--- src/hdl/grc_pkg.sv ---
// grc_pkg: shared constants and the queued item type of the grid raycast column unit
// no dependencies
package grc_pkg;

  localparam int unsigned MAP_COLS    = 16;
  localparam int unsigned MAP_ROWS    = 16;
  localparam int unsigned SCREEN_COLS = 80;
  localparam int unsigned SCREEN_ROWS = 24;

  localparam int unsigned STEP_MAX    = MAP_COLS + MAP_ROWS + 2;
  localparam int unsigned STEP_CNT_W  = $clog2(STEP_MAX);

  localparam int unsigned NUM_W  = 32;
  localparam int unsigned DEN_W  = 40;
  localparam int unsigned SD_W   = 40;
  localparam int unsigned CAM_W  = 25;
  localparam int unsigned RAY_W  = 26;
  localparam int unsigned CELL_W = 6;

  localparam logic [31:0]     DELTA_SAT = 32'hFFFF_FFFF;
  localparam logic [SD_W-1:0] DIST_MIN  = SD_W'(7);
  localparam logic [31:0]     RECIP_NUM = 32'h2000_0000;

  typedef struct packed {
    logic        [6:0]  column;
    logic        [3:0]  cell_x;
    logic        [3:0]  cell_y;
    logic        [11:0] frac_x;
    logic        [11:0] frac_y;
    logic signed [15:0] dir_x;
    logic signed [15:0] dir_y;
    logic signed [15:0] plane_x;
    logic signed [15:0] plane_y;
  } queue_item_t;

endpackage

--- src/hdl/grc_front.sv ---
// grc_front: accepts input beats, splits positions into cell and fraction, two-entry queue
// depends on grc_pkg
module grc_front (
  input  logic                clk_i,
  input  logic                rst_ni,
  input  logic                in_valid_i,
  output logic                in_stall_o,
  input  logic [6:0]          column_i,
  input  logic [15:0]         pos_x_i,
  input  logic [15:0]         pos_y_i,
  input  logic signed [15:0]  dir_x_i,
  input  logic signed [15:0]  dir_y_i,
  input  logic signed [15:0]  plane_x_i,
  input  logic signed [15:0]  plane_y_i,
  input  logic                pop_i,
  output logic                q_valid_o,
  output grc_pkg::queue_item_t q_item_o
);
  import grc_pkg::*;

  queue_item_t entry_q [2];
  logic        wr_ptr_q, rd_ptr_q;
  logic [1:0]  count_q, count_d;
  logic        push;
  queue_item_t new_item;

  always_comb begin
    new_item.column  = column_i;
    new_item.cell_x  = pos_x_i[15:12];
    new_item.cell_y  = pos_y_i[15:12];
    new_item.frac_x  = pos_x_i[11:0];
    new_item.frac_y  = pos_y_i[11:0];
    new_item.dir_x   = dir_x_i;
    new_item.dir_y   = dir_y_i;
    new_item.plane_x = plane_x_i;
    new_item.plane_y = plane_y_i;
  end

  assign in_stall_o = (count_q == 2'd2);
  assign push       = in_valid_i && !in_stall_o;
  assign q_valid_o  = (count_q != 2'd0);
  assign q_item_o   = entry_q[rd_ptr_q];

  always_comb begin
    count_d = count_q;
    if (push && !(pop_i && q_valid_o)) begin
      count_d = count_q + 2'd1;
    end else if (!push && pop_i && q_valid_o) begin
      count_d = count_q - 2'd1;
    end
  end

  always_ff @(posedge clk_i or negedge rst_ni) begin
    if (!rst_ni) begin
      wr_ptr_q <= 1'b0;
      rd_ptr_q <= 1'b0;
      count_q  <= 2'd0;
    end else begin
      count_q <= count_d;
      if (push) begin
        wr_ptr_q <= !wr_ptr_q;
      end
      if (pop_i && q_valid_o) begin
        rd_ptr_q <= !rd_ptr_q;
      end
    end
  end

  always_ff @(posedge clk_i) begin
    if (push) begin
      entry_q[wr_ptr_q] <= new_item;
    end
  end

endmodule

--- config.mk ---
export PLATFORM = sky130hd
export DESIGN_NAME = grc_front
export DESIGN_NICKNAME = d
export VERILOG_FILES = /design/src/hdl/grc_pkg.sv /design/src/hdl/grc_front.sv
export SDC_FILE = /design/constraint.sdc
export NUM_CORES = 1
export LEC_CHECK = 0
export BUFFER_PORTS_ARGS = -buffer_cell sky130_fd_sc_hd__buf_2
export CAP_MARGIN = 20
export CORE_MARGIN = 1.5
export CORE_UTILIZATION = 58
export CTS_BUF_LIST = sky130_fd_sc_hd__clkbuf_4 sky130_fd_sc_hd__clkbuf_8
export CTS_CLUSTER_SIZE = 16
export DETAILED_ROUTE_END_ITERATION = 10
export GPL_ROUTABILITY_DRIVEN = 1
export PLACE_DENSITY = 0.87
export SYNTH_ARGS = -nofsm -noshare
export SYNTH_HDL_FRONTEND = slang
export SYNTH_SLANG_ARGS = --single-unit
--- constraint.sdc ---
create_clock -name clk_i -period 13.2 [get_ports clk_i]
set_input_delay 1.32 -clock clk_i [delete_from_list [all_inputs] [get_ports clk_i]]
set_output_delay 1.32 -clock clk_i [all_outputs]
set_load 0.02 [all_outputs]
Word-level counts from Yosys, hierarchy flattened
Memory sizes are Yosys's and may differ from the RTL's.
Cells that the tools add are included.
{"block": "op_classes", "muxes": 4, "n_addsub": 2, "n_reduce_logical": 12, "eq_ne": 1}
{"op": "logical AND 1 bit", "count": 5}
{"op": "logical NOT 1 bit", "count": 5}
{"op": "2-to-1 mux 2 bit", "count": 2}
{"op": "nonzero test 2 bit", "count": 2}
{"op": "adder 2 x 1 -> 2 bit, second input constant", "count": 1}
{"op": "equality test 2 bit, second input constant", "count": 1}
{"op": "2-to-1 mux 1 bit", "count": 2}
{"op": "subtractor 2 x 1 -> 2 bit, second input constant", "count": 1}
{"block": "totals", "output_inout_bits": 105, "input_bits": 107, "reg_bits": 4, "mem_bits_rw": 206, "mem_count": 1}
{"memory": "entry_q", "depth": 2, "word_bits": 103, "rd": 1, "rd_clocked_by_memory_dff": 0, "write_ports": 1, "line_no": "grc_front.sv:21", "source": "queue_item_t entry_q [2];"}

Logic depth before layout (Yosys ltp)
{"block": "depth", "word_depth": 8, "depth_mapped": 4, "mapped_depth_nobuf": 4}

Worst setup path after synthesis
No wires, ideal clock.
{"block": "synth_path", "path_type": "input -> register", "from": "input in_valid_i", "to": "memory entry_q[0][0] (netlist bit) (enable)", "required_ps": 12635, "setup_slack_ps": 6955, "t_arrival_ps": 5679, "setup_ps": 565, "path_stages": 2, "path_cell_list": "nand2_1 -> nor2_1"}
{"block": "synth_between", "elab_chain_cells": 3}
{"item": "start: declaration", "line_no": "grc_front.sv:6", "source": "input logic in_valid_i,"}
{"item": "logical AND 1 bit", "line_no": "grc_front.sv:40", "source": "assign push = in_valid_i && !in_stall_o;"}
{"item": "2-to-1 mux 1 bit", "line_no": "grc_front.sv:70", "source": "if (push) begin"}
{"item": "2-to-1 mux 1 bit (not written as such)", "line_no": "grc_front.sv:71", "source": "entry_q[wr_ptr_q] <= new_item;"}
{"item": "end: declaration", "line_no": "grc_front.sv:21"}
Every way passes these cells.

==> results.cfg <==
[cts]
numClockSinks = 210
post_cts_resized = 0
htree_levels = 2
worstSkewPairLatency_ns = 0.50
numCtsBuffers = 34
cts_hold_repair.buffers = 0
clk_pin_slew_worst_paths_ns = 0.06
cts_tree = built
clockBufferDepth = 3
clockRootBuffer = clkbuf_8
postCtsSetupBuffers = 0

[floorplanning]
start_util = 0.5955
dieHeight_um = 119.6
fp.dieW_um = 119.6
io_pins = 212
fp-row-count = 42
core-area_um2 = 13240
die_area_um2 = 14310

[drt]
dr.first_iter.drc_count = 258
wirelength_um = 13730
dr.pass1.iters = 4
wl_per_cell_um = 17.54
drcViolationCount = 0
postRouteAntennaNets = 0
vias_per_cell = 5.092
num_vias = 3987

[worst_setup_path]
max_stage_delay_ns = 0.86
critical-path-slowest-cell = dfrtp_4
worstPathCellList = buf_4, mux2_2, buf_2
critPathLaunchType = register
crit_required_ns = 11.88
cp_max_fo = 58
crit_arrival_ns = 2.92
criticalPathCategory = register to primary output
end_kind = primary output

[finish]
layout_commonest_cell = buf_2
final_cell_mix = buf_2 (211), edfxtp_1 (206), mux2_4 (60), mux2_2 (43), clkbuf_8 (35)
fin_nets = 688
fillerInstances = 776
stdcell_count = 783
final_layout_size_suffix_gt1_frac = 0.6155
area_growth_pct = 23.61

[timing]
whs_ns = 0.5671
hold_viol = 0
max_slew_margin = 0.2803
finalSetupTns_ns = 0
worst_pin_slew_ns = 1.080
post-route-min-period_ns = 4.242
min_period_over_period = 0.3213
slew_viol_final = 0
setup_violations = 0
max_freq_mhz = 235.7
finClkSkew_ns = 0.01743
rsz0062_at_grt = no

[synth]
synthesis.area_um2 = 7886
ys_ff_latch = 210
synthCells = 343
synth_area_leaders = edfxtp_1 (78%), mux2_4 (11%), mux2_2 (6.1%)
synth-seq-area-share = 0.7971
post-synth-top-area-cell = edfxtp_1
synth_nets = 450
synth_cell_types = 19
yosysWarnings = 0
syn_area_per_cell_um2 = 22.99
yosys.area.top_type_share = 0.7844

[hold_path]
hold_class = register to register

[power_and_ir_drop]
p_leak_nw = 3.874
power_w = 0.002180
peakVddDrop_mv = 0.1569
power.density_nw_per_um2 = 223.6

[place]
numPortBuffers = 211
place_congestion = 0.7351
placedCellCount = 721
hpwl_um = 9233

[grt]
grt_max_degree = 82
first_global_vias = 4304
grt_pass1_wl_um = 20980
grt_remaining_overflow = 0
antenna_found_initial = 1
grt_use_total = 0.1937

[job]
max_cap_viol_count = 0

[outcome]
outcome = completed
[logic make-up after synthesis]
| family | share of synthesized area |
|---|---|
| muxes | 0.1756 |
| and+or+nand+nor | 0.005555 |
| xor gates and xnor gates | 0.002222 |
| AOI/OAI and AO/OA | 0.004125 |
| DFF | 0.7971 |
| buffers and inverters | 0.01539 |
[flip-flops by register name, indices dropped and copies added (netlist names)]
| signal | flops |
|---|---|
| wr_ptr_q | 1 |
| count_q | 2 |
| rd_ptr_q | 1 |
| entry_q | 206 |
[cells in the mapped netlist]
master	instances
or2_2	1
mux2_4	60
nor2b_1	1
buf_2	4
o211ai_1	1
edfxtp_1	206
nor2_1	1
dfrtp_1	4
nor3b_1	1
buf_6	7
inv_1	2
nand2_1	2
mux2_2	43
nand2b_1	1
buf_8	1
and3_1	1
o21ai_0	2
xnor2_1	2
a21oi_1	3
[critical path: cells and delay by family, from the launching register on]
| family | cells | cell delay [ns] |
|---|---|---|
| buf+inv | 2 | 1.02 |
| flops | 1 | 0.86 |
| mux | 1 | 0.42 |
[per-layer routing]
layer | global-route usage | part of all wire | vias up
met5 | 0 | 0 | -
met4 | 0.07217 | 0.022 | 0
met3 | 0.08603 | 0.11 | 20
met2 | 0.3276 | 0.51 | 188
met1 | 0.2175 | 0.37 | 1934
li1 | - | - | 1845
[where the power goes]
part / switching, W / internal, W / total (W)
registers: 0.0000622 / 0.000889 / 0.000952
clock network: 0.000228 / 0.000300 / 0.000528
logic: 0.000395 / 0.000306 / 0.000701
total: 0.000685 / 0.00150 / 0.00218
[stage by stage]
stage | util | worst slack (ns) | cell area (um2)
after CTS | 0.7359 | 8.918 | 9746
after global routing | 0.7361 | 8.815 | 9748
final | 0.7361 | 8.958 | 9748
after detailed placement | 0.6862 | 9.482 | 9087
after global placement | 0.6862 | 9.504 | 9087
after floorplan | - | 6.955 | 7886
[layout make-up]
class	instances	area, um2	share of cell area
Multi-Input combinational cell	119	1491	0.1530
Inverter	2	7.507	0.0007701
Clock inverter	14	86.33	0.008856
Antenna cell	1	2.502	0.0002567
Sequential cell	210	6290	0.6452
Tap cell	176	220.2	0.02259
Clock buffer	47	571.8	0.05866
Timing Repair Buffer	214	1079	0.1106
[path summary, 6_finish.rpt]
kind | startpoint | endpoint | slack [ns] | cells past startpoint
min in group asynchronous | rst_ni | rd_ptr_q | 0.61 | 1
worst min-delay path | wr_ptr_q | wr_ptr_q | 0.57 | 1
max in group asynchronous | rst_ni | rd_ptr_q | 12.45 | 1
worst max register to register | count_q[0] | entry_q[0][14] | 10.57 | 4
worst max-delay path | rd_ptr_q | q_item_o[97] | 8.96 | 3
worst min register to register | wr_ptr_q | wr_ptr_q | 0.57 | 1
Note: power is estimated with default switching activity, not from simulation.
