[src/hdl/grc_pkg.sv]
// grc_pkg: shared constants and the queued item type of the grid raycast column unit
// no dependencies
package grc_pkg;

  localparam int unsigned MAP_COLS    = 16;
  localparam int unsigned MAP_ROWS    = 16;
  localparam int unsigned SCREEN_COLS = 80;
  localparam int unsigned SCREEN_ROWS = 24;

  localparam int unsigned STEP_MAX    = MAP_COLS + MAP_ROWS + 2;
  localparam int unsigned STEP_CNT_W  = $clog2(STEP_MAX);

  localparam int unsigned NUM_W  = 32;
  localparam int unsigned DEN_W  = 40;
  localparam int unsigned SD_W   = 40;
  localparam int unsigned CAM_W  = 25;
  localparam int unsigned RAY_W  = 26;
  localparam int unsigned CELL_W = 6;

  localparam logic [31:0]     DELTA_SAT = 32'hFFFF_FFFF;
  localparam logic [SD_W-1:0] DIST_MIN  = SD_W'(7);
  localparam logic [31:0]     RECIP_NUM = 32'h2000_0000;

  typedef struct packed {
    logic        [6:0]  column;
    logic        [3:0]  cell_x;
    logic        [3:0]  cell_y;
    logic        [11:0] frac_x;
    logic        [11:0] frac_y;
    logic signed [15:0] dir_x;
    logic signed [15:0] dir_y;
    logic signed [15:0] plane_x;
    logic signed [15:0] plane_y;
  } queue_item_t;

endpackage

[src/hdl/grc_div.sv]
// grc_div: shared restoring divider, one quotient bit per cycle
// depends on grc_pkg
module grc_div (
  input  logic                       clk_i,
  input  logic                       rst_ni,
  input  logic                       start_i,
  input  logic [grc_pkg::NUM_W-1:0]  num_i,
  input  logic [grc_pkg::DEN_W-1:0]  den_i,
  output logic                       done_o,
  output logic [grc_pkg::NUM_W-1:0]  quot_o
);
  import grc_pkg::*;

  localparam int unsigned CNT_W = $clog2(NUM_W);

  logic             busy_q, done_q;
  logic [CNT_W-1:0] cnt_q;
  logic [NUM_W-1:0] num_q, quot_q;
  logic [DEN_W-1:0] den_q, rem_q;
  logic [DEN_W:0]   rem_sh;
  logic             fits;

  assign rem_sh = {rem_q, num_q[NUM_W-1]};
  assign fits   = (rem_sh >= {1'b0, den_q});
  assign done_o = done_q;
  assign quot_o = quot_q;

  always_ff @(posedge clk_i or negedge rst_ni) begin
    if (!rst_ni) begin
      busy_q <= 1'b0;
      done_q <= 1'b0;
      cnt_q  <= '0;
    end else begin
      done_q <= 1'b0;
      if (start_i) begin
        busy_q <= 1'b1;
        cnt_q  <= '0;
      end else if (busy_q) begin
        cnt_q <= cnt_q + CNT_W'(1);
        if (cnt_q == CNT_W'(NUM_W - 1)) begin
          busy_q <= 1'b0;
          done_q <= 1'b1;
        end
      end
    end
  end

  always_ff @(posedge clk_i) begin
    if (start_i) begin
      num_q  <= num_i;
      den_q  <= den_i;
      rem_q  <= '0;
      quot_q <= '0;
    end else if (busy_q) begin
      num_q  <= {num_q[NUM_W-2:0], 1'b0};
      quot_q <= {quot_q[NUM_W-2:0], fits};
      rem_q  <= fits ? DEN_W'(rem_sh - {1'b0, den_q}) : rem_sh[DEN_W-1:0];
    end
  end

endmodule

[src/hdl/grc_back.sv]
// grc_back: per-item sequencer, ray setup, grid walk, span and shade, output register
// depends on grc_pkg and grc_div
module grc_back (
  input  logic                        clk_i,
  input  logic                        rst_ni,
  input  logic [255:0]                map_i,
  input  logic                        q_valid_i,
  input  grc_pkg::queue_item_t        q_item_i,
  output logic                        pop_o,
  output logic                        out_valid_o,
  input  logic                        out_stall_i,
  output logic [6:0]                  column_out_o,
  output logic [4:0]                  draw_start_o,
  output logic [4:0]                  draw_end_o,
  output logic [1:0]                  shade_o,
  output logic                        hit_side_o
);
  import grc_pkg::*;

  typedef enum logic [11:0] {
    ST_IDLE  = 12'b000000000001,
    ST_CAM   = 12'b000000000010,
    ST_RAYX  = 12'b000000000100,
    ST_RAYY  = 12'b000000001000,
    ST_DDX   = 12'b000000010000,
    ST_DDY   = 12'b000000100000,
    ST_SIDEX = 12'b000001000000,
    ST_SIDEY = 12'b000010000000,
    ST_WALK  = 12'b000100000000,
    ST_DIST  = 12'b001000000000,
    ST_LINE  = 12'b010000000000,
    ST_OUT   = 12'b100000000000
  } state_e;

  localparam logic [31:0] HALF_ROWS = 32'(SCREEN_ROWS / 2);
  localparam logic [31:0] LAST_ROW  = 32'(SCREEN_ROWS - 1);
  // ceil(2^40 / SCREEN_COLS) for the column to camera offset
  localparam logic [39:0] CAM_RECIP =
    40'(((64'd1 << 40) + 64'(SCREEN_COLS) - 64'd1) / 64'(SCREEN_COLS));

  state_e state_q, state_d;

  queue_item_t            item_q;
  logic signed [CAM_W-1:0] cam_q;
  logic signed [RAY_W-1:0] rx_q, ry_q;
  logic [31:0]            ddx_q, ddy_q, lh_q;
  logic [SD_W-1:0]        sdx_q, sdy_q, dist_q;
  logic signed [CELL_W-1:0] mx_q, my_q;
  logic                   side_q;
  logic [STEP_CNT_W-1:0]  cnt_q;
  logic                   out_valid_q;
  logic [6:0]             col_out_q;
  logic [4:0]             ds_q, de_q;
  logic [1:0]             shade_q;
  logic                   side_out_q;

  logic                   div_start, div_done;
  logic [NUM_W-1:0]       div_num, div_quot;
  logic [DEN_W-1:0]       div_den;

  logic [46:0]            cam_prod;
  logic signed [CAM_W+15:0] prod_x, prod_y;
  logic [RAY_W-1:0]       abs_rx, abs_ry;
  logic [12:0]            frac_x, frac_y;
  logic [44:0]            side_prod_x, side_prod_y;
  logic                   step_x, off_map, wall, walk_exit;
  logic signed [CELL_W-1:0] mx_n, my_n;
  logic [SD_W-1:0]        sdx_n, sdy_n, dist_raw, dist_c;
  logic [31:0]            half;
  logic [31:0]            ds_full, de_full;
  logic [1:0]             shade_c;
  logic                   out_free;

  grc_div u_div (
    .clk_i   (clk_i),
    .rst_ni  (rst_ni),
    .start_i (div_start),
    .num_i   (div_num),
    .den_i   (div_den),
    .done_o  (div_done),
    .quot_o  (div_quot)
  );

  // column * 2^17 / SCREEN_COLS by reciprocal multiplication
  assign cam_prod = 47'(item_q.column) * 47'(CAM_RECIP);
  assign prod_x = $signed(item_q.plane_x) * cam_q;
  assign prod_y = $signed(item_q.plane_y) * cam_q;
  assign abs_rx = rx_q[RAY_W-1] ? RAY_W'(-rx_q) : RAY_W'(rx_q);
  assign abs_ry = ry_q[RAY_W-1] ? RAY_W'(-ry_q) : RAY_W'(ry_q);
  assign frac_x = rx_q[RAY_W-1] ? {1'b0, item_q.frac_x} : 13'd4096 - {1'b0, item_q.frac_x};
  assign frac_y = ry_q[RAY_W-1] ? {1'b0, item_q.frac_y} : 13'd4096 - {1'b0, item_q.frac_y};
  assign side_prod_x = 45'(frac_x) * 45'(ddx_q);
  assign side_prod_y = 45'(frac_y) * 45'(ddy_q);

  // one grid step
  assign step_x = (sdx_q < sdy_q);
  assign sdx_n  = sdx_q + SD_W'(ddx_q);
  assign sdy_n  = sdy_q + SD_W'(ddy_q);
  always_comb begin
    mx_n = mx_q;
    my_n = my_q;
    if (step_x) begin
      mx_n = rx_q[RAY_W-1] ? mx_q - CELL_W'(1) : mx_q + CELL_W'(1);
    end else begin
      my_n = ry_q[RAY_W-1] ? my_q - CELL_W'(1) : my_q + CELL_W'(1);
    end
  end
  assign off_map = mx_n[CELL_W-1] || my_n[CELL_W-1] ||
                   (mx_n >= $signed(CELL_W'(MAP_COLS))) ||
                   (my_n >= $signed(CELL_W'(MAP_ROWS)));
  assign wall      = map_i[{my_n[3:0], mx_n[3:0]}];
  assign walk_exit = off_map || wall || (cnt_q == STEP_CNT_W'(STEP_MAX - 1));

  assign dist_raw = side_q ? sdy_q - SD_W'(ddy_q) : sdx_q - SD_W'(ddx_q);
  assign dist_c   = (dist_raw < DIST_MIN) ? DIST_MIN : dist_raw;

  assign half    = {1'b0, lh_q[31:1]};
  assign ds_full = (half >= HALF_ROWS) ? 32'd0 : HALF_ROWS - half;
  assign de_full = (half >= LAST_ROW - HALF_ROWS) ? LAST_ROW : half + HALF_ROWS;

  always_comb begin
    if (dist_q < SD_W'(32'h0002_0000)) begin
      shade_c = side_q ? 2'd1 : 2'd0;
    end else if (dist_q < SD_W'(32'h0004_0000)) begin
      shade_c = 2'd1;
    end else if (dist_q < SD_W'(32'h0008_0000)) begin
      shade_c = 2'd2;
    end else begin
      shade_c = 2'd3;
    end
  end

  assign out_free = !out_valid_q || !out_stall_i;

  always_comb begin
    state_d   = state_q;
    pop_o     = 1'b0;
    div_start = 1'b0;
    div_num   = RECIP_NUM;
    div_den   = DEN_W'(abs_rx);
    unique case (state_q)
      ST_IDLE: begin
        if (q_valid_i) begin
          pop_o   = 1'b1;
          state_d = ST_CAM;
        end
      end
      ST_CAM: state_d = ST_RAYX;
      ST_RAYX: state_d = ST_RAYY;
      ST_RAYY: begin
        div_start = 1'b1;
        state_d   = ST_DDX;
      end
      ST_DDX: begin
        if (rx_q == '0 || div_done) begin
          div_start = 1'b1;
          div_den   = DEN_W'(abs_ry);
          state_d   = ST_DDY;
        end
      end
      ST_DDY: begin
        if (ry_q == '0 || div_done) begin
          state_d = ST_SIDEX;
        end
      end
      ST_SIDEX: state_d = ST_SIDEY;
      ST_SIDEY: state_d = ST_WALK;
      ST_WALK: begin
        if (walk_exit) begin
          state_d = ST_DIST;
        end
      end
      ST_DIST: state_d = ST_LINE;
      ST_LINE: begin
        if (div_done) begin
          state_d = ST_OUT;
        end
      end
      ST_OUT: begin
        if (out_free) begin
          state_d = ST_IDLE;
        end
      end
      default: state_d = ST_IDLE;
    endcase
    if (state_q == ST_DIST) begin
      div_start = 1'b1;
      div_num   = NUM_W'(SCREEN_ROWS << 16);
      div_den   = DEN_W'(dist_c);
    end
  end

  always_ff @(posedge clk_i or negedge rst_ni) begin
    if (!rst_ni) begin
      state_q     <= ST_IDLE;
      out_valid_q <= 1'b0;
    end else begin
      state_q <= state_d;
      if (state_q == ST_OUT && out_free) begin
        out_valid_q <= 1'b1;
      end else if (!out_stall_i) begin
        out_valid_q <= 1'b0;
      end
    end
  end

  always_ff @(posedge clk_i) begin
    if (state_q == ST_IDLE && q_valid_i) begin
      item_q <= q_item_i;
    end
    if (state_q == ST_CAM) begin
      cam_q <= $signed({1'b0, cam_prod[46:23]}) - $signed(CAM_W'(32'h0001_0000));
    end
    if (state_q == ST_RAYX) begin
      rx_q <= RAY_W'(item_q.dir_x) + RAY_W'($signed(prod_x[CAM_W+15:16]));
    end
    if (state_q == ST_RAYY) begin
      ry_q <= RAY_W'(item_q.dir_y) + RAY_W'($signed(prod_y[CAM_W+15:16]));
    end
    if (state_q == ST_DDX) begin
      ddx_q <= (rx_q == '0) ? DELTA_SAT : div_quot;
    end
    if (state_q == ST_DDY) begin
      ddy_q <= (ry_q == '0) ? DELTA_SAT : div_quot;
    end
    if (state_q == ST_SIDEX) begin
      sdx_q <= SD_W'(side_prod_x >> 12);
    end
    if (state_q == ST_SIDEY) begin
      sdy_q  <= SD_W'(side_prod_y >> 12);
      mx_q   <= CELL_W'(item_q.cell_x);
      my_q   <= CELL_W'(item_q.cell_y);
      side_q <= 1'b0;
      cnt_q  <= '0;
    end
    if (state_q == ST_WALK) begin
      cnt_q  <= cnt_q + STEP_CNT_W'(1);
      mx_q   <= mx_n;
      my_q   <= my_n;
      side_q <= !step_x;
      if (step_x) begin
        sdx_q <= sdx_n;
      end else begin
        sdy_q <= sdy_n;
      end
    end
    if (state_q == ST_DIST) begin
      dist_q <= dist_c;
    end
    if (state_q == ST_LINE && div_done) begin
      lh_q <= div_quot;
    end
    if (state_q == ST_OUT && out_free) begin
      col_out_q  <= item_q.column;
      ds_q       <= ds_full[4:0];
      de_q       <= de_full[4:0];
      shade_q    <= shade_c;
      side_out_q <= side_q;
    end
  end

  assign out_valid_o  = out_valid_q;
  assign column_out_o = col_out_q;
  assign draw_start_o = ds_q;
  assign draw_end_o   = de_q;
  assign shade_o      = shade_q;
  assign hit_side_o   = side_out_q;

endmodule

[config.mk]
export PLATFORM = sky130hd
export DESIGN_NAME = grc_back
export DESIGN_NICKNAME = d
export VERILOG_FILES = /design/src/hdl/grc_pkg.sv /design/src/hdl/grc_div.sv /design/src/hdl/grc_back.sv
export SDC_FILE = /design/constraint.sdc
export NUM_CORES = 2
export LEC_CHECK = 0
export BUFFER_PORTS_ARGS = -buffer_cell sky130_fd_sc_hd__buf_4
export CORE_MARGIN = 2
export CORE_UTILIZATION = 60
export DETAILED_ROUTE_END_ITERATION = 6
export PLACE_DENSITY = 0.84
export SETUP_SLACK_MARGIN = 0.2
export SYNTH_ARGS = -nofsm -noshare
export SYNTH_HDL_FRONTEND = slang
export SYNTH_HIERARCHICAL = 1
export SYNTH_SLANG_ARGS = --single-unit
[constraint.sdc]
create_clock -name clk_i -period 10.8 [get_ports clk_i]
set_input_delay 1.08 -clock clk_i [delete_from_list [all_inputs] [get_ports clk_i]]
set_output_delay 1.08 -clock clk_i [all_outputs]
set_load 0.02 [all_outputs]
== Word level (Yosys, flattened, before mapping) ==
Cells that the tools add are included.

* Order comparisons: 11
* Add/subtract/negate cells: 20
* Reduce and logical (&&, ||, !) cells: 19
* Equal/unequal tests: 21
* Mux-type cells: 59
* Multiply operators: 5

{| class="wikitable"
|+ Operators by type and width
! kind !! count
|-
| 40-bit two-way mux || 10
|-
| 12-bit case mux with 12 select lines || 1
|-
| 26-bit two-way mux || 4
|-
| 13-bit by 32-bit multiplier with 45-bit output || 2
|-
| 40-bit by 32-bit adder with 40-bit output || 2
|-
| 40-bit by 32-bit subtractor with 40-bit output || 2
|-
| 12-bit two-way mux || 6
|-
| 16-bit by 19-bit multiplier with 35-bit output || 2
|-
| 32-bit two-way mux || 2
|-
| 31-bit by 4-bit >= comparator with 1-bit output (second input constant) || 2
|-
| 6-bit two-way mux || 10
|-
| 26-bit logical NOT || 2
|-
| 26-bit negation || 2
|-
| 41-bit by 40-bit >= comparator with 1-bit output || 1
|-
| 16-bit by 19-bit adder with 20-bit output || 2
|-
| 40-bit by 18-bit less-than comparator with 1-bit output (second input constant) || 1
|-
| 40-bit by 19-bit less-than comparator with 1-bit output (second input constant) || 1
|-
| 40-bit by 20-bit less-than comparator with 1-bit output (second input constant) || 1
|-
| 40-bit by 3-bit less-than comparator with 1-bit output (second input constant) || 1
|-
| 40-bit less-than comparator || 1
|-
| 40-bit subtractor || 1
|-
| 7-bit by 32-bit multiplier with 39-bit output (second input constant) || 1
|-
| 30-bit two-way mux || 1
|-
| 13-bit two-way mux || 2
|-
| 36 further kinds || 75
|}

* Register bits after elaboration: 593
* Output and inout bits: 22
* Word-level logic and storage cells: 171

== Logic depth before layout (Yosys ltp) ==
* Word-level depth: 10
* Gate-level depth with buffers: 41

== Cells and area by module ==
The synthesis kept the hierarchy.

{| class="wikitable"
|+ By module, submodules not included
! module !! cells each !! sequential area each (µm²) !! times used !! area an instance (µm²)
|-
| grc_back || 8,576 || 11,507.3 || 1 || 76,782.4
|-
| grc_div || 824 || 3,778.6 || 1 || 8,130.3
|}

== Worst setup path before layout ==
OpenSTA, ideal clock, no wires.

* Kind: register -> register
* Start: register item_q[17] in the netlist's numbering
* End: register rx_q[16] (data pin)
* Required time: 10,542 ps
* Arrival time: 7,773 ps
* Stages on the path, launching flop included: 39
* Slack: 2,769 ps
* Period minus slack after synthesis: 8,031 ps
* Cells stage by stage: edfxtp_1 > clkbuf_1 > clkbuf_1 > nand2_1 > fa_1 > fa_1 > fa_1 > inv_1 > fa_1 > fa_1 > inv_1 > fa_1 > inv_1 > ha_1 > a21oi_1 > nor2b_1 > o21ai_0 > nand2_1 > [3 not listed] > nor2b_1 > o21a_1 > o21a_1 > nor2_1 > ha_1 > a21oi_1 > o21bai_1 > a21oi_1 > o21bai_1 > a21oi_1 > o21ai_0 > a21oi_1 > o21ai_0 > a21oi_1 > nor2b_1 > o21ai_0 > nor2b_1 > xnor2_1

* Cells in the longest elaborated chain, start to end: 2

{| class="wikitable"
|+ Ends and longest elaborated chain
! what !! line !! source
|-
| start, declared || grc_back.sv:43 || <nowiki>queue_item_t item_q;</nowiki>
|-
| start signal, assigned || grc_back.sv:209 || <nowiki>item_q <= q_item_i;</nowiki>
|-
| 16-bit by 19-bit multiplier with 35-bit output || grc_back.sv:86 || <nowiki>assign prod_x = $signed(item_q.plane_x) * cam_q;</nowiki>
|-
| 16-bit by 19-bit adder with 20-bit output || grc_back.sv:215 || <nowiki>rx_q <= RAY_W'(item_q.dir_x) + RAY_W'($signed(prod_x[CAM_W+15:16]));</nowiki>
|-
| end signal, assigned || grc_back.sv:215 ||
|-
| end, declared || grc_back.sv:45 || <nowiki>logic signed [RAY_W-1:0] rx_q, ry_q;</nowiki>
|}

Every way passes these cells.
A chain may end at the register's enable or synchronous reset.

== Final worst setup path ==
* Start: register item_q[78] in the netlist's numbering
* End: register sdx_q[32]

* Cells in the longest elaborated chain, start to end: 6

{| class="wikitable"
|+ Ends and longest elaborated chain
! what !! line !! source
|-
| 13-bit by 12-bit subtractor with 13-bit output || grc_back.sv:90 || <nowiki>assign frac_x = rx_q[RAY_W-1] ? {1'b0, item_q.frac_x} : 13'd4096 - {1'b0, item_q.frac_x};</nowiki>
|-
| 13-bit two-way mux * || grc_back.sv:90 ||
|-
| 13-bit by 32-bit multiplier with 45-bit output * || grc_back.sv:92 || <nowiki>assign side_prod_x = 45'(frac_x) * 45'(ddx_q);</nowiki>
|-
| 40-bit two-way mux * || grc_back.sv:226 || <nowiki>if (state_q == ST_SIDEX) begin</nowiki>
|-
| 40-bit two-way mux || grc_back.sv:241 || <nowiki>if (step_x) begin</nowiki>
|-
| 40-bit two-way mux * || grc_back.sv:236 || <nowiki>if (state_q == ST_WALK) begin</nowiki>
|-
| end signal, assigned || grc_back.sv:227 || <nowiki>sdx_q <= SD_W'(side_prod_x >> 12);</nowiki>
|-
| end signal, assigned || grc_back.sv:242 || <nowiki>sdx_q <= sdx_n;</nowiki>
|-
| end, declared || grc_back.sv:47 || <nowiki>logic [SD_W-1:0] sdx_q, sdy_q, dist_q;</nowiki>
|}

Every way passes the cells marked *; elsewhere a longest branch is shown, timed or not.

==> flow_summary.ini <==
[run_status]
status = complete, no violations

[logic_synthesis]
synthDistinctLibCells = 107
synthArstFlopShare_pct = 3.55
synth_warnings = 6
netlist_area_um2 = 84900
synth_top_area_share_pct = 30.2
synth_edf_count = 391
ys.flop_type = edfxtp_1
synth-seq-area-share_pct = 18.0
synth_area_leaders = fa_1 (30%), edfxtp_1 (14%), ha_1 (9.7%), inv_1 (7.5%), nand2_1 (5.2%)
yosys_register_bits = 563
syn_avg_cell_area_um2 = 9.03
yosys.area.top_type = fa_1
syn_inst = 9400

[drt]
drt-wirelength-per-cell_um = 21.9
wl_met1_um = 93000
viasPerCell = 6.00
ant_nets = 0
drt_first_pass_iters = 7
drc = 0
routed_wl_um = 251000
drt-initial-drc-count = 6302
highest_layer = met5
vias = 68900
dr_wl_met3_um = 21400
wl_met2_um = 122000

[grt]
antenna_found_initial = 17
globalRouteTotalUtil_pct = 35.0
grt_pass1_wl_um = 395000
grt_max_degree = 70
gr-total-overflow = 0
first_global_vias = 72500

[job]
drv_cap = 0

[floorplanning]
initial_core_util_pct = 60.2
pin_count = 385
dieArea_um2 = 145000
die_w_um = 380
die_h_um = 380
rows = 138
core_um2 = 141000

[critical_path]
required_ns = 11.39
end_kind = register
cp_data_arrival_time_ns = 10.10
crit_start = item_q[78]
criticalPathCategory = register to register
slowest_stage = a2111oi_0
rr_startpoint = item_q[78]
r2r_slack_ns = 1.30
worst-path-max-fanout = 12
worst_path_largest_cell_delay_ns = 0.96
crit_path_start_kind = register
cpMostUsedCell = fa_1

[cts]
cts_tree = yes
htreeDepth = 3
ctsHoldBuffers = 0
cts_root_buf = clkbuf_16
post_cts_buffers = 0
post_cts_resized = 0
cts.sinks = 563
cts_buffers = 71
cts.path.max_buffers = 3
clk_latency_ns = 0.69
clk_pin_slew_ns = 0.06

[sta]
clock.fmax_mhz = 105
clock_skew_ns = 0.0391
max-slew-margin-rel_pct = 15.8
fin_setup_tns_ns = 0
hold_viol = 0
final.period_utilization_pct = 88.0
setup_violations = 0
worst_pin_slew_ns = 1.23
rsz0062_at_grt = no
worst_slack_ns = 1.30
period_needed_ns = 9.50
drv_slew = 0

[layout]
drive_above_1_share_pct = 7.80
fill_cells = 11100
final_nets = 11800
area_growth_pct = 8.19

[placement]
pre_cts_ws_ns = 1.57
dp_hpwl_um = 201000
io_buffers = 384
gp_congestion = 1.01

[worst_hold_path]
hold_class = input pin to asynchronous set/reset pin
-- cell usage after synthesis, types with 52 or more instances --
| cell | number |
|---|---|
| a211oi_1 | 97 |
| a21o_1 | 109 |
| a21oi_1 | 389 |
| and2_1 | 424 |
| clkbuf_1 | 401 |
| dfxtp_1 | 152 |
| edfxtp_1 | 391 |
| fa_1 | 1283 |
| ha_1 | 656 |
| inv_1 | 1690 |
| mux2i_1 | 109 |
| nand2_1 | 1175 |
| nand2b_1 | 115 |
| nand3_1 | 84 |
| nand4_1 | 52 |
| nor2_1 | 568 |
| nor2b_1 | 62 |
| nor3_1 | 110 |
| nor4_1 | 62 |
| o21ai_0 | 218 |
| xnor2_1 | 271 |
| xor2_1 | 107 |
-- layer usage --
metal | vias up | track usage (%)
li1 | 30400 | -
met1 | 34100 | 43.1
met2 | 3464 | 58.6
met3 | 902 | 6.13
met4 | 8 | 18.9
met5 | - | 0
-- worst max-delay path: cells and delay by family (launching register included) --
family / cells / cell delay, ns
compound gates: 12 / 3.60
fa+ha+maj: 6 / 3.00
simple gates: 7 / 1.47
xor+xnor: 2 / 0.73
flops: 1 / 0.51
buf+inv: 2 / 0.09
-- state kept, by name (all words and copies together), names as in the netlist, 5 cells and up --
register	count
mx_q	6
sdx_q	40
dist_q	23
cam_q	19
ry_q	20
my_q	6
state_q	12
column_out_o	7
cnt_q	6
rx_q	20
lh_q	31
u_div/cnt_q	5
u_div/den_q	40
ddy_q	32
item_q	103
u_div/rem_q	40
u_div/quot_o	32
u_div/num_q	32
sdy_q	40
ddx_q	32
draw_start_o	5
draw_end_o	5
-- final timing paths --
| kind | end | depth (start not counted) |
|---|---|---|
| setup / recovery | sdx_q[32] | 29 |
| hold / removal | out_valid_o | 1 |
| setup reg to reg | sdx_q[32] | 29 |
| hold reg to reg | u_div/rem_q[28] | 2 |
| max in group asynchronous | state_q[0] | 1 |
| min in group clk_i | u_div/rem_q[28] | 2 |
-- layout by cell type (no fill, tap or decap), types with 18 or more instances in the layout --
master	n
a21oi_1	388
mux2_2	43
nor2_1	567
xor2_1	93
nor2b_1	61
nand2_1	1175
mux2i_1	109
a311oi_1	23
inv_1	1690
clkbuf_16	72
nand3_1	83
or3_1	27
nand2b_1	114
a21o_1	109
a211oi_1	97
o21a_1	49
o31ai_1	36
o211ai_1	45
xnor2_1	265
ha_1	656
dfxtp_1	152
or4_1	19
o21ai_0	218
fa_1	1282
conb_1	29
nand4_1	52
dfrtp_1	18
o221ai_1	18
o21ai_1	22
o22ai_1	39
and2_1	423
o21bai_1	50
a31oi_1	45
edfxtp_1	391
and3_1	30
a22oi_1	26
nor3_1	110
buf_4	480
a221oi_1	26
nor4_1	61
-- kinds of logic (layout without fill, tap and decap cells) --
| kind of cell | Yosys count | in the layout | share of synthesized area (%) |
|---|---|---|---|
| AOI/OAI and AO/OA | 1371 | 1371 | 10.7 |
| xor gates and xnor gates | 378 | 378 | 3.90 |
| adders and majority gates | 1939 | 1939 | 39.9 |
| buffers and inverters | 2161 | 2306 | 9.70 |
| DFF | 563 | 563 | 18.0 |
| muxes | 161 | 161 | 2.09 |
| other | 1 | 38 | 0.00442 |
| and+or+nand+nor | 2826 | 2826 | 15.7 |
-- per-stage QoR --
| stage | util (%) | cells | hold slack (ns) | instance area [µm²] |
|---|---|---|---|---|
| 6_report | 65.1 | 11500 | 0.283 | 91900 |
| 5_1_grt | 65.1 | 11500 | 0.287 | 91900 |
| 4_1_cts | 65.1 | 11500 | 0.262 | 91800 |
| 3_5_place_dp | 63.4 | 11300 | 0.468 | 89500 |
| 3_3_place_gp | 63.4 | 11300 | 0.458 | 89500 |
| 2_1_floorplan | - | 9428 | 0.434 | 85000 |
-- area by class of cell --
| type | count | area [µm²] | share of cell area [%] |
|---|---|---|---|
| Clock buffer | 87 | 1930 | 2.10 |
| Antenna cell | 9 | 22.5 | 0.0245 |
| Tap cell | 1890 | 2360 | 2.57 |
| Sequential cell | 563 | 15300 | 16.6 |
| Multi-Input combinational cell | 6704 | 61900 | 67.3 |
| Clock inverter | 44 | 439 | 0.478 |
| Timing Repair Buffer | 480 | 3600 | 3.92 |
| Inverter | 1695 | 6360 | 6.93 |
Power is left out: the tool's default activity adds up to more than one toggle a clock period on the data nets, which glitch-free logic cannot reach.
